File: config.mk
export PLATFORM = sky130hd
export DESIGN_NAME = dyadic_bspline_basis_eval_core
export DESIGN_NICKNAME = d
export VERILOG_FILES = /design/src/rtl/dbb_pkg.sv /design/src/rtl/dyadic_bspline_basis_eval_core.sv /design/src/rtl/dbb_front.sv /design/src/rtl/dbb_engine.sv /design/src/rtl/dbb_emit.sv
export SDC_FILE = /design/constraint.sdc
export NUM_CORES = 2
export LEC_CHECK = 0
export ABC_AREA = 0
export BUFFER_PORTS_ARGS = -buffer_cell sky130_fd_sc_hd__clkbuf_2
export CORE_MARGIN = 3
export CORE_UTILIZATION = 35
export CTS_BUF_LIST = sky130_fd_sc_hd__clkbuf_8
export DETAILED_ROUTE_END_ITERATION = 8
export HOLD_SLACK_MARGIN = 0.08
export PLACE_DENSITY = 0.53
export SYNTH_ARGS = -nofsm -noshare
export SYNTH_HDL_FRONTEND = slang
export SYNTH_SLANG_ARGS = --single-unit
File: constraint.sdc
create_clock -name i_clk -period 29.3 [get_ports i_clk]
set_clock_uncertainty 0.05 [all_clocks]
set_input_delay 2.93 -clock i_clk [delete_from_list [all_inputs] [get_ports i_clk]]
set_output_delay 2.93 -clock i_clk [all_outputs]
set_load 0.005 [all_outputs]
File: src/rtl/dbb_pkg.sv
package dbb_pkg;

    localparam int LEVEL_DEF = 3;
    localparam int ORDER_DEF = 4;

    // queued sample, already classified
    typedef struct packed {
        logic [16:0] x;
        logic        ok;    // sample below 1.0
        logic [4:0]  cidx;  // knot cell holding the sample
    } t_job;

    // engine to emitter handover
    typedef struct packed {
        logic       valid;
        logic       ok;
        logic [4:0] cidx;
    } t_hand;

    // round(2^32/d) in Q0.32, zero for an empty span
    function automatic logic [32:0] recip(input logic [2:0] d);
        logic [32:0] r;
        case (d)
            3'd1:    r = 33'h1_0000_0000;
            3'd2:    r = 33'd2147483648;
            3'd3:    r = 33'd1431655765;
            3'd4:    r = 33'd1073741824;
            3'd5:    r = 33'd858993459;
            3'd6:    r = 33'd715827883;
            3'd7:    r = 33'd613566757;
            default: r = '0;
        endcase
        return r;
    endfunction

    // clamped knot position in whole cells
    function automatic logic [5:0] knot_unit(input logic [7:0] k, input int level,
                                             input int order);
        logic [7:0] u;
        u = '0;
        if (k >= 8'(order - 1)) begin
            u = k - 8'(order - 1);
            if (u > 8'(1 << level)) begin
                u = 8'(1 << level);
            end
        end
        return u[5:0];
    endfunction

    // clamped knot position in Q0.16
    function automatic logic [16:0] knot_q16(input logic [7:0] k, input int level,
                                             input int order);
        return 17'(knot_unit(k, level, order)) << (16 - level);
    endfunction

endpackage

File: src/rtl/dyadic_bspline_basis_eval_core.sv
// Channel  | Dir | Transaction contents
// s_axis   | in  | tdata[16:0] sample (Q0.16, 65536 = 1.0)
// m_axis   | out | tdata: basis value, basis slope; tuser: basis index; tlast: last of run
//
// One sample gives (2^LEVEL + ORDER - 1) result transactions, 11 at the defaults.
// The back end handles one sample at a time, its pace set by the shared multiply
// datapath stepping through the recursion; a sample at or beyond 1.0 skips it.
// Emission runs in parallel with the next sample's recursion, one result a cycle
// unless m_axis_tready holds it back.
// A two-entry queue sits between input and engine; either side may stall freely.
// Reset is synchronous, active low, and clears control state only.
module dyadic_bspline_basis_eval_core #(
    parameter int LEVEL = dbb_pkg::LEVEL_DEF,
    parameter int ORDER = dbb_pkg::ORDER_DEF
) (
    input  logic        i_clk,
    input  logic        i_rst_n,
    input  logic        s_axis_tvalid,
    output logic        s_axis_tready,
    input  logic [23:0] s_axis_tdata,   // [16:0] sample, [23:17] zero
    output logic        m_axis_tvalid,
    input  logic        m_axis_tready,
    output logic [47:0] m_axis_tdata,   // [16:0] basis_value, [40:17] basis_slope, rest zero
    output logic [3:0]  m_axis_tuser,   // [3:0] basis_index
    output logic        m_axis_tlast    // last_of_run
);

    localparam int NBASIS = (1 << LEVEL) + ORDER - 1;

    logic           job_valid;
    dbb_pkg::t_job  job;
    logic           pop;
    logic           emit_free;
    dbb_pkg::t_hand hand;
    logic [30:0]    win_w [ORDER];
    logic [39:0]    win_t [ORDER];
    logic [16:0]    value;
    logic [23:0]    slope;

    // front: classify samples and queue them
    dbb_front #(.LEVEL(LEVEL)) u_front (
        .i_clk       (i_clk),
        .i_rst_n     (i_rst_n),
        .i_s_valid   (s_axis_tvalid),
        .o_s_ready   (s_axis_tready),
        .i_sample    (s_axis_tdata[16:0]),
        .o_job_valid (job_valid),
        .o_job       (job),
        .i_pop       (pop)
    );

    // back: Cox-de Boor recursion over a window of ORDER live functions
    dbb_engine #(.LEVEL(LEVEL), .ORDER(ORDER)) u_engine (
        .i_clk       (i_clk),
        .i_rst_n     (i_rst_n),
        .i_job_valid (job_valid),
        .i_job       (job),
        .o_pop       (pop),
        .i_emit_free (emit_free),
        .o_hand      (hand),
        .o_w         (win_w),
        .o_t         (win_t)
    );

    // output stage: one transaction per basis function
    dbb_emit #(.LEVEL(LEVEL), .ORDER(ORDER)) u_emit (
        .i_clk     (i_clk),
        .i_rst_n   (i_rst_n),
        .i_hand    (hand),
        .i_w       (win_w),
        .i_t       (win_t),
        .o_free    (emit_free),
        .o_m_valid (m_axis_tvalid),
        .i_m_ready (m_axis_tready),
        .o_index   (m_axis_tuser),
        .o_value   (value),
        .o_slope   (slope),
        .o_last    (m_axis_tlast)
    );

    assign m_axis_tdata = {7'd0, slope, value};

    // tlast only ever on the final basis function
    a_last_idx: assert property (@(posedge i_clk) disable iff (!i_rst_n)
        (m_axis_tvalid && m_axis_tlast) |-> (m_axis_tuser == 4'(NBASIS - 1)))
        else $error("tlast on wrong basis index");

    // handover never overwrites a run still being emitted
    a_hand_free: assert property (@(posedge i_clk) disable iff (!i_rst_n)
        hand.valid |-> $past(emit_free))
        else $error("handover while emitter busy");

    // engine pops only a queued sample
    a_pop_valid: assert property (@(posedge i_clk) disable iff (!i_rst_n)
        pop |-> job_valid)
        else $error("pop from empty queue");

endmodule

File: src/rtl/dbb_front.sv
module dbb_front #(
    parameter int LEVEL = dbb_pkg::LEVEL_DEF
) (
    input  logic           i_clk,
    input  logic           i_rst_n,
    input  logic           i_s_valid,
    output logic           o_s_ready,
    input  logic [16:0]    i_sample,
    output logic           o_job_valid,
    output dbb_pkg::t_job  o_job,
    input  logic           i_pop
);

    dbb_pkg::t_job r_q [2];
    logic          r_wp;
    logic          r_rp;
    logic [1:0]    r_cnt;
    dbb_pkg::t_job n_job;
    logic [15:0]   cell_full;
    logic          push;

    assign cell_full  = i_sample[15:0] >> (16 - LEVEL);
    always_comb begin
        n_job.x    = i_sample;
        n_job.ok   = ~i_sample[16];
        n_job.cidx = cell_full[4:0];
    end

    assign o_s_ready   = (r_cnt != 2'd2);
    assign push        = i_s_valid && o_s_ready;
    assign o_job_valid = (r_cnt != 2'd0);
    assign o_job       = r_q[r_rp];

    always_ff @(posedge i_clk) begin
        if (!i_rst_n) begin
            r_wp  <= 1'b0;
            r_rp  <= 1'b0;
            r_cnt <= 2'd0;
        end else begin
            if (push) begin
                r_q[r_wp] <= n_job;
                r_wp      <= ~r_wp;
            end
            if (i_pop) begin
                r_rp <= ~r_rp;
            end
            r_cnt <= r_cnt + 2'(push) - 2'(i_pop);
        end
    end

endmodule

File: src/rtl/dbb_engine.sv
module dbb_engine #(
    parameter int LEVEL = dbb_pkg::LEVEL_DEF,
    parameter int ORDER = dbb_pkg::ORDER_DEF
) (
    input  logic           i_clk,
    input  logic           i_rst_n,
    input  logic           i_job_valid,
    input  dbb_pkg::t_job  i_job,
    output logic           o_pop,
    input  logic           i_emit_free,
    output dbb_pkg::t_hand o_hand,
    output logic [30:0]    o_w [ORDER],
    output logic [39:0]    o_t [ORDER]
);

    localparam int KW = $clog2(ORDER);
    localparam logic [7:0] SLOPE_K = 8'((ORDER - 1) << LEVEL);

    typedef enum logic [2:0] {
        S_IDLE, S_MUL1, S_MUL2, S_ACC, S_SLP1, S_SLP2, S_DONE
    } t_state;

    t_state       r_state;
    logic [16:0]  r_x;
    logic         r_ok;
    logic [4:0]   r_cell;
    logic [30:0]  r_w   [ORDER];
    logic [30:0]  r_low [ORDER];
    logic [39:0]  r_t   [ORDER];
    logic [KW-1:0] r_deg;
    logic [KW-1:0] r_k;
    logic         r_side;
    logic [31:0]  r_acc;
    logic [30:0]  r_b;
    logic [63:0]  r_p1;
    logic [63:0]  r_p2;
    logic         r_hand;

    logic [7:0]   ai;
    logic [16:0]  kt;
    logic [16:0]  num;
    logic [2:0]   span;
    logic [2:0]   sspan;
    logic [30:0]  bsel;
    logic [30:0]  ratio;
    logic [31:0]  term;
    logic [30:0]  n_new;
    logic [31:0]  q;
    logic         last_k;
    logic [30:0]  n_w [ORDER];

    always_comb begin
        ai     = 8'(r_cell) + 8'(r_k);
        last_k = (r_k == KW'(ORDER - 1));
        if (!r_side) begin
            kt   = dbb_pkg::knot_q16(ai, LEVEL, ORDER);
            num  = (r_x >= kt) ? r_x - kt : '0;
            span = 3'(dbb_pkg::knot_unit(ai + 8'(r_deg), LEVEL, ORDER)
                      - dbb_pkg::knot_unit(ai, LEVEL, ORDER));
            bsel = r_w[0];
        end else begin
            kt   = dbb_pkg::knot_q16(ai + 8'(r_deg) + 8'd1, LEVEL, ORDER);
            num  = (kt >= r_x) ? kt - r_x : '0;
            span = 3'(dbb_pkg::knot_unit(ai + 8'(r_deg) + 8'd1, LEVEL, ORDER)
                      - dbb_pkg::knot_unit(ai + 8'd1, LEVEL, ORDER));
            bsel = last_k ? '0 : r_w[1];
        end
        sspan = 3'(dbb_pkg::knot_unit(ai + 8'(ORDER - 1), LEVEL, ORDER)
                   - dbb_pkg::knot_unit(ai, LEVEL, ORDER));
        ratio = 31'((r_p1 + 64'd131072) >> 18);
        term  = 32'((r_p2 + (64'd1 << 29)) >> 30);
        n_new = 31'(r_acc + term);
        q     = 32'((r_p1 + (64'd1 << 31)) >> 32);
        for (int m = 0; m < ORDER - 1; m++) begin
            n_w[m] = r_w[m + 1];
        end
        n_w[ORDER-1] = n_new;
    end

    assign o_pop         = (r_state == S_IDLE) && i_job_valid;
    assign o_hand.valid  = r_hand;
    assign o_hand.ok     = r_ok;
    assign o_hand.cidx   = r_cell;
    assign o_w           = r_w;
    assign o_t           = r_t;

    always_ff @(posedge i_clk) begin
        if (!i_rst_n) begin
            r_state <= S_IDLE;
            r_hand  <= 1'b0;
        end else begin
            r_hand <= (r_state == S_DONE) && i_emit_free;
            case (r_state)
                S_IDLE: begin
                    if (i_job_valid) begin
                        r_x    <= i_job.x;
                        r_ok   <= i_job.ok;
                        r_cell <= i_job.cidx;
                        for (int m = 0; m < ORDER; m++) begin
                            r_w[m] <= (m == ORDER - 1) ? 31'(1 << 30) : '0;
                            r_t[m] <= '0;
                        end
                        r_deg   <= KW'(1);
                        r_k     <= '0;
                        r_side  <= 1'b0;
                        r_state <= i_job.ok ? S_MUL1 : S_DONE;
                    end
                end
                S_MUL1: begin
                    r_p1    <= 64'(num) * 64'(dbb_pkg::recip(span)) << LEVEL;
                    r_b     <= bsel;
                    r_state <= S_MUL2;
                end
                S_MUL2: begin
                    r_p2    <= 64'(ratio) * 64'(r_b);
                    r_state <= S_ACC;
                end
                S_ACC: begin
                    if (!r_side) begin
                        r_acc   <= term;
                        r_side  <= 1'b1;
                        r_state <= S_MUL1;
                    end else begin
                        r_side <= 1'b0;
                        r_w    <= n_w;
                        if (last_k) begin
                            r_k <= '0;
                            if (r_deg == KW'(ORDER - 1)) begin
                                r_state <= S_SLP1;
                            end else begin
                                // degree below the top: keep it for the slope
                                if (r_deg == KW'(ORDER - 2)) begin
                                    r_low <= n_w;
                                end
                                r_deg   <= r_deg + KW'(1);
                                r_state <= S_MUL1;
                            end
                        end else begin
                            r_k     <= r_k + KW'(1);
                            r_state <= S_MUL1;
                        end
                    end
                end
                S_SLP1: begin
                    r_p1    <= 64'(r_low[0]) * 64'(dbb_pkg::recip(sspan));
                    r_state <= S_SLP2;
                end
                S_SLP2: begin
                    for (int m = 0; m < ORDER - 1; m++) begin
                        r_low[m] <= r_low[m + 1];
                        r_t[m]   <= r_t[m + 1];
                    end
                    r_low[ORDER-1] <= '0;
                    r_t[ORDER-1]   <= 40'(q) * 40'(SLOPE_K);
                    if (last_k) begin
                        r_state <= S_DONE;
                    end else begin
                        r_k     <= r_k + KW'(1);
                        r_state <= S_SLP1;
                    end
                end
                S_DONE: begin
                    if (i_emit_free) begin
                        r_state <= S_IDLE;
                    end
                end
                default: r_state <= S_IDLE;
            endcase
        end
    end

endmodule

File: src/rtl/dbb_emit.sv
module dbb_emit #(
    parameter int LEVEL = dbb_pkg::LEVEL_DEF,
    parameter int ORDER = dbb_pkg::ORDER_DEF
) (
    input  logic           i_clk,
    input  logic           i_rst_n,
    input  dbb_pkg::t_hand i_hand,
    input  logic [30:0]    i_w [ORDER],
    input  logic [39:0]    i_t [ORDER],
    output logic           o_free,
    output logic           o_m_valid,
    input  logic           i_m_ready,
    output logic [3:0]     o_index,
    output logic [16:0]    o_value,
    output logic [23:0]    o_slope,
    output logic           o_last
);

    localparam int NBASIS = (1 << LEVEL) + ORDER - 1;
    localparam int IW     = $clog2(NBASIS);

    logic          r_busy;
    logic          r_ok;
    logic [4:0]    r_cell;
    logic [IW-1:0] r_i;
    logic [30:0]   r_w [ORDER];
    logic [39:0]   r_t [ORDER];
    logic          r_ov;
    logic [3:0]    r_index;
    logic [16:0]   r_value;
    logic [23:0]   r_slope;
    logic          r_last;

    logic          load;
    logic          inwin;
    logic          is_last;
    logic [17:0]   vr;
    logic [16:0]   n_value;
    logic [39:0]   mag;
    logic [26:0]   mr;
    logic          neg;
    logic [23:0]   n_slope;

    always_comb begin
        is_last = (r_i == IW'(NBASIS - 1));
        inwin   = r_ok && (7'(r_i) >= 7'(r_cell)) && (7'(r_i) < 7'(r_cell) + 7'(ORDER));
        vr      = 18'((32'(r_w[0]) + 32'd8192) >> 14);
        n_value = (vr > 18'd65536) ? 17'd65536 : vr[16:0];
        neg     = r_t[1] > r_t[0];
        mag     = neg ? r_t[1] - r_t[0] : r_t[0] - r_t[1];
        mr      = 27'((41'(mag) + 41'd8192) >> 14);
        if (neg) begin
            n_slope = (mr > 27'd8388608) ? 24'h80_0000 : 24'(-mr);
        end else begin
            n_slope = (mr > 27'd8388607) ? 24'h7F_FFFF : mr[23:0];
        end
        if (!inwin) begin
            n_value = '0;
            n_slope = '0;
        end
    end

    assign load      = r_busy && (!r_ov || i_m_ready);
    assign o_free    = !r_busy;
    assign o_m_valid = r_ov;
    assign o_index   = r_index;
    assign o_value   = r_value;
    assign o_slope   = r_slope;
    assign o_last    = r_last;

    always_ff @(posedge i_clk) begin
        if (!i_rst_n) begin
            r_busy <= 1'b0;
            r_ov   <= 1'b0;
        end else begin
            if (r_ov && i_m_ready && !load) begin
                r_ov <= 1'b0;
            end
            if (i_hand.valid) begin
                r_busy <= 1'b1;
                r_ok   <= i_hand.ok;
                r_cell <= i_hand.cidx;
                r_i    <= '0;
                r_w    <= i_w;
                r_t    <= i_t;
            end else if (load) begin
                r_ov    <= 1'b1;
                r_index <= 4'(r_i);
                r_value <= n_value;
                r_slope <= n_slope;
                r_last  <= is_last;
                r_i     <= r_i + IW'(1);
                if (is_last) begin
                    r_busy <= 1'b0;
                end
                // window slides one basis function per in-window result
                if (inwin) begin
                    for (int m = 0; m < ORDER - 1; m++) begin
                        r_w[m] <= r_w[m + 1];
                        r_t[m] <= r_t[m + 1];
                    end
                    r_w[ORDER-1] <= '0;
                    r_t[ORDER-1] <= '0;
                end
            end
        end
    end

endmodule
==> metrics.md <==
| Metric | Value |
|---|---|
| CP max FO | 27 |
| Area Overhead vs Synth | 7.42% |
| DP Cell Count | roughly 15000 |
| Die width | 561 um |
| Syn Inst Count | around 11000 |
| YS warnings | 0 |
| Post-route minimum period | 16.01 ns |
| CTS sink cnt | about 860 |
| Commonest non-fill, non-tap cell in the layout | inv_1 |
| Post-synth EDFFs | 846 |
| DR vias/cell | 4.97 |
| Max Root-Sink Buffers | 4 |
| Worst hold path depth | 0 |
| Floorplan core area | 0.306 mm2 |
| Sequential area share after synthesis | 0.238 |
| DR DRC count | 0 |
| Initial Util | 0.352 |
| Slew Viols, Final | 0 |
| Global Route Usage Sum | 0.207 |
| Critical path's top delay family | adder cells |
| R2r setup slk | 13.29 ns |
| Number of antenna violations at the first check in global routing | 18 |
| Root buffer cell | clkbuf_8 |
| TritonCTS buffer count | roughly 160 |
| Yosys cell types | just over 90 |
| Non-Filler Instances | approximately 15000 |
| Final setup viols | 0 |
| CTS Hold Bufs | 0 |
| TNS Setup | 0 ns |
| First-pass GRT wire length | 497000 um |
| Vias in the first global route | 80141 |
| Die Height | approximately 560 um |
| Ports | 83 |
| Largest stage delay, worst path | roughly 0.79 ns |
| Hold Crit Class | flip-flop to flip-flop |
| Critical Path AT | roughly 17 ns |
| Fin. Hold Viols | 0 |
| Vias | 74445 |
| MaxCap Viol Count | 0 |
| R2R Path End | u_engine.r_p1[62] |
| F_max | 0.0625 GHz |
| Clock transition at path regs | 0.06 ns |
| Worst Setup Path Type | flip-flop to flip-flop |
| CTS H-tree lvls | 4 |
| Synthesized area per cell | between 9 and 10 um2 |
| Period utilization | 0.546 |
| Fillers | 30487 |
| Required time of the critical path | 29.83 ns |
| Clock Latency Late Sink | 0.92 ns |
| DR iter-0 viols | around 5600 |
| CP Buf/Inv Count | 9 |
| GP Congestion | 0.981 |
| Most frequent cells in the layout | 2391 x inv_1, 1806 x fa_1, 1626 x nand2_1 |
| Pin count of the biggest net entering global routing | 190 |
| Relative slew slack | 0.130 |
| DRT antenna net count | 0 |
| Share of cells above drive strength 1 | 0.0594 |
| Endpoint class of the critical path | flip-flop |
| Worst-margin pin slew | 1.27 ns |
| Hold EP | u_emit.r_ok |
| Wirelength, routed | 323000 um |
| Syn Std Cell Area | roughly 0.11 mm2 |
| DR pass1 iterations | 7 |
| Hold path start | u_engine.r_ok |
| Post-CTS sizing | 0 |
| PortBufs | between 60 and 70 |
| Cell row count | approximately 200 |
| R2R depth | 48 |
| Multi-input gate area in the final layout | 0.0720 mm2 |
| Grt total ovfl | 0 |
| CP max-delay cell | fa_1 |
| FF/Latch Area | 0.0256 mm2 |
| Fin nets | 13403 |
| Synth async-reset ratio | 0 |
| RSZ-0062 raised after global routing | false |
| Detailed Place HPWL | 249000 um |
| Status | completed |
| CTS tree | built |
| Main synth FF type | edfxtp_1 |
| Avg WL per Cell | approximately 22 um |
| Setup crit start kind | flip-flop |
| Most used cell, CP | fa_1 |
| Post-CTS Setup Inserts | 0 |
| R2r startpoint | u_engine.r_k[0] |
| Synth Register Bits | between 800 and 900 |
| Die area | 0.315 mm2 |
flip-flops by register name, indices dropped and copies added, names as in the netlist, 3 cells and up, named ones only:
signal,flops
u_emit.o_index,4
u_emit.o_slope,24
u_emit.o_value,17
u_emit.r_cell,3
u_emit.r_i,4
u_emit.r_t,136
u_emit.r_w,72
u_engine.o_t,136
u_engine.o_w,124
u_engine.r_acc,31
u_engine.r_b,31
u_engine.r_low,124
u_engine.r_p1,47
u_engine.r_p2,32
u_engine.r_state,3
u_engine.r_x,17
u_front.r_q,36
final cells by class:
type,count,area share
inverters,2352,0.0763
flip-flops and latches,857,0.221
clock buffers,159,0.0189
diodes,7,0.000151
multi-input cells,7194,0.622
repair buffers,200,0.0116
clock inverters,105,0.00531
well taps,4100,0.0443
cells by family (layout without fill, tap and decap cells):
| group | after synthesis | in the layout | synth area share |
|---|---|---|---|
| buf+inv | 2805 | 2816 | 0.0986 |
| xor+xnor | 347 | 347 | 0.0283 |
| mux | 180 | 180 | 0.0185 |
| flops | 857 | 857 | 0.238 |
| fa+ha+maj | 2616 | 2616 | 0.430 |
| simple gates | 3203 | 3203 | 0.137 |
| other cells | 1 | 14 | 0.0000348 |
| compound gates | 841 | 841 | 0.0502 |
worst reg2reg max path: cells and delay by family, from the launching register on:
family          cells  cell delay, ns
fa+ha+maj          14            6.60
buf+inv             9            1.39
simple gates       10            2.78
compound gates     15            4.35
flops               1            0.54
per-stage QoR:
| stage | hold WS (ns) | setup WS, ns | instance area, um2 | utilization |
|---|---|---|---|---|
| CTS | 0.385 | 13.09 | 116000 | 0.378 |
| finish | 0.379 | 13.29 | 116000 | 0.378 |
| global placement | 0.371 | 13.17 | 113000 | 0.369 |
| global route | 0.387 | 12.47 | 116000 | 0.378 |
| floorplan | 0.350 | 16.33 | 108000 | - |
| detailed placement | 0.372 | 13.19 | 113000 | 0.369 |
worst max path at each step:
stage,startpoint,cells after the start,slack [ns],to
finish,u_engine.r_k[0],48,13.29,u_engine.r_p1[62]
global route,u_engine.r_k[0],48,12.47,u_engine.r_p1[62]
CTS,u_engine.r_k[0],48,13.09,u_engine.r_p1[62]
detailed placement,u_engine.r_k[0],48,13.19,u_engine.r_p1[62]
global placement,u_engine.r_x[13],48,13.17,u_engine.r_p1[62]
floorplan,i_rst_n,2,16.33,u_engine.r_low[0]
synth_stat cells, types with 17 or more instances:
| library cell | n | area (um2) |
|---|---|---|
| a21oi_1 | 224 | 1120 |
| clkbuf_1 | 419 | 1570 |
| o21bai_1 | 26 | 195 |
| nand2b_1 | 37 | 231 |
| nand3_1 | 110 | 551 |
| o31ai_1 | 19 | 143 |
| a211oi_1 | 28 | 210 |
| mux2_2 | 149 | 1680 |
| fa_1 | 1806 | 36200 |
| xor2_1 | 129 | 1130 |
| o21a_1 | 50 | 375 |
| mux2i_1 | 30 | 300 |
| nor2b_1 | 48 | 300 |
| nor2_1 | 442 | 1660 |
| o21ai_0 | 206 | 1030 |
| and3_1 | 261 | 1630 |
| a21boi_0 | 19 | 143 |
| and4_1 | 17 | 149 |
| inv_1 | 2351 | 8820 |
| ha_1 | 808 | 10100 |
| nand4_1 | 40 | 250 |
| nand2_1 | 1627 | 6110 |
| or3_1 | 28 | 175 |
| xnor2_1 | 217 | 1900 |
| a21o_1 | 99 | 743 |
| a31oi_1 | 20 | 125 |
| and2_1 | 403 | 2520 |
| edfxtp_1 | 846 | 25400 |
| nor3_1 | 112 | 561 |
layer usage:
metal	wire length, um	global-route usage	up-vias
met5	0	0	-
met4	9980	0.0582	0
met3	17100	0.0234	504
met2	157000	0.350	2191
met1	139000	0.280	38272
li1	-	-	33478
Power is not shown: default switching activity piles up to over one toggle a cycle in this logic, so the estimate is an artifact.
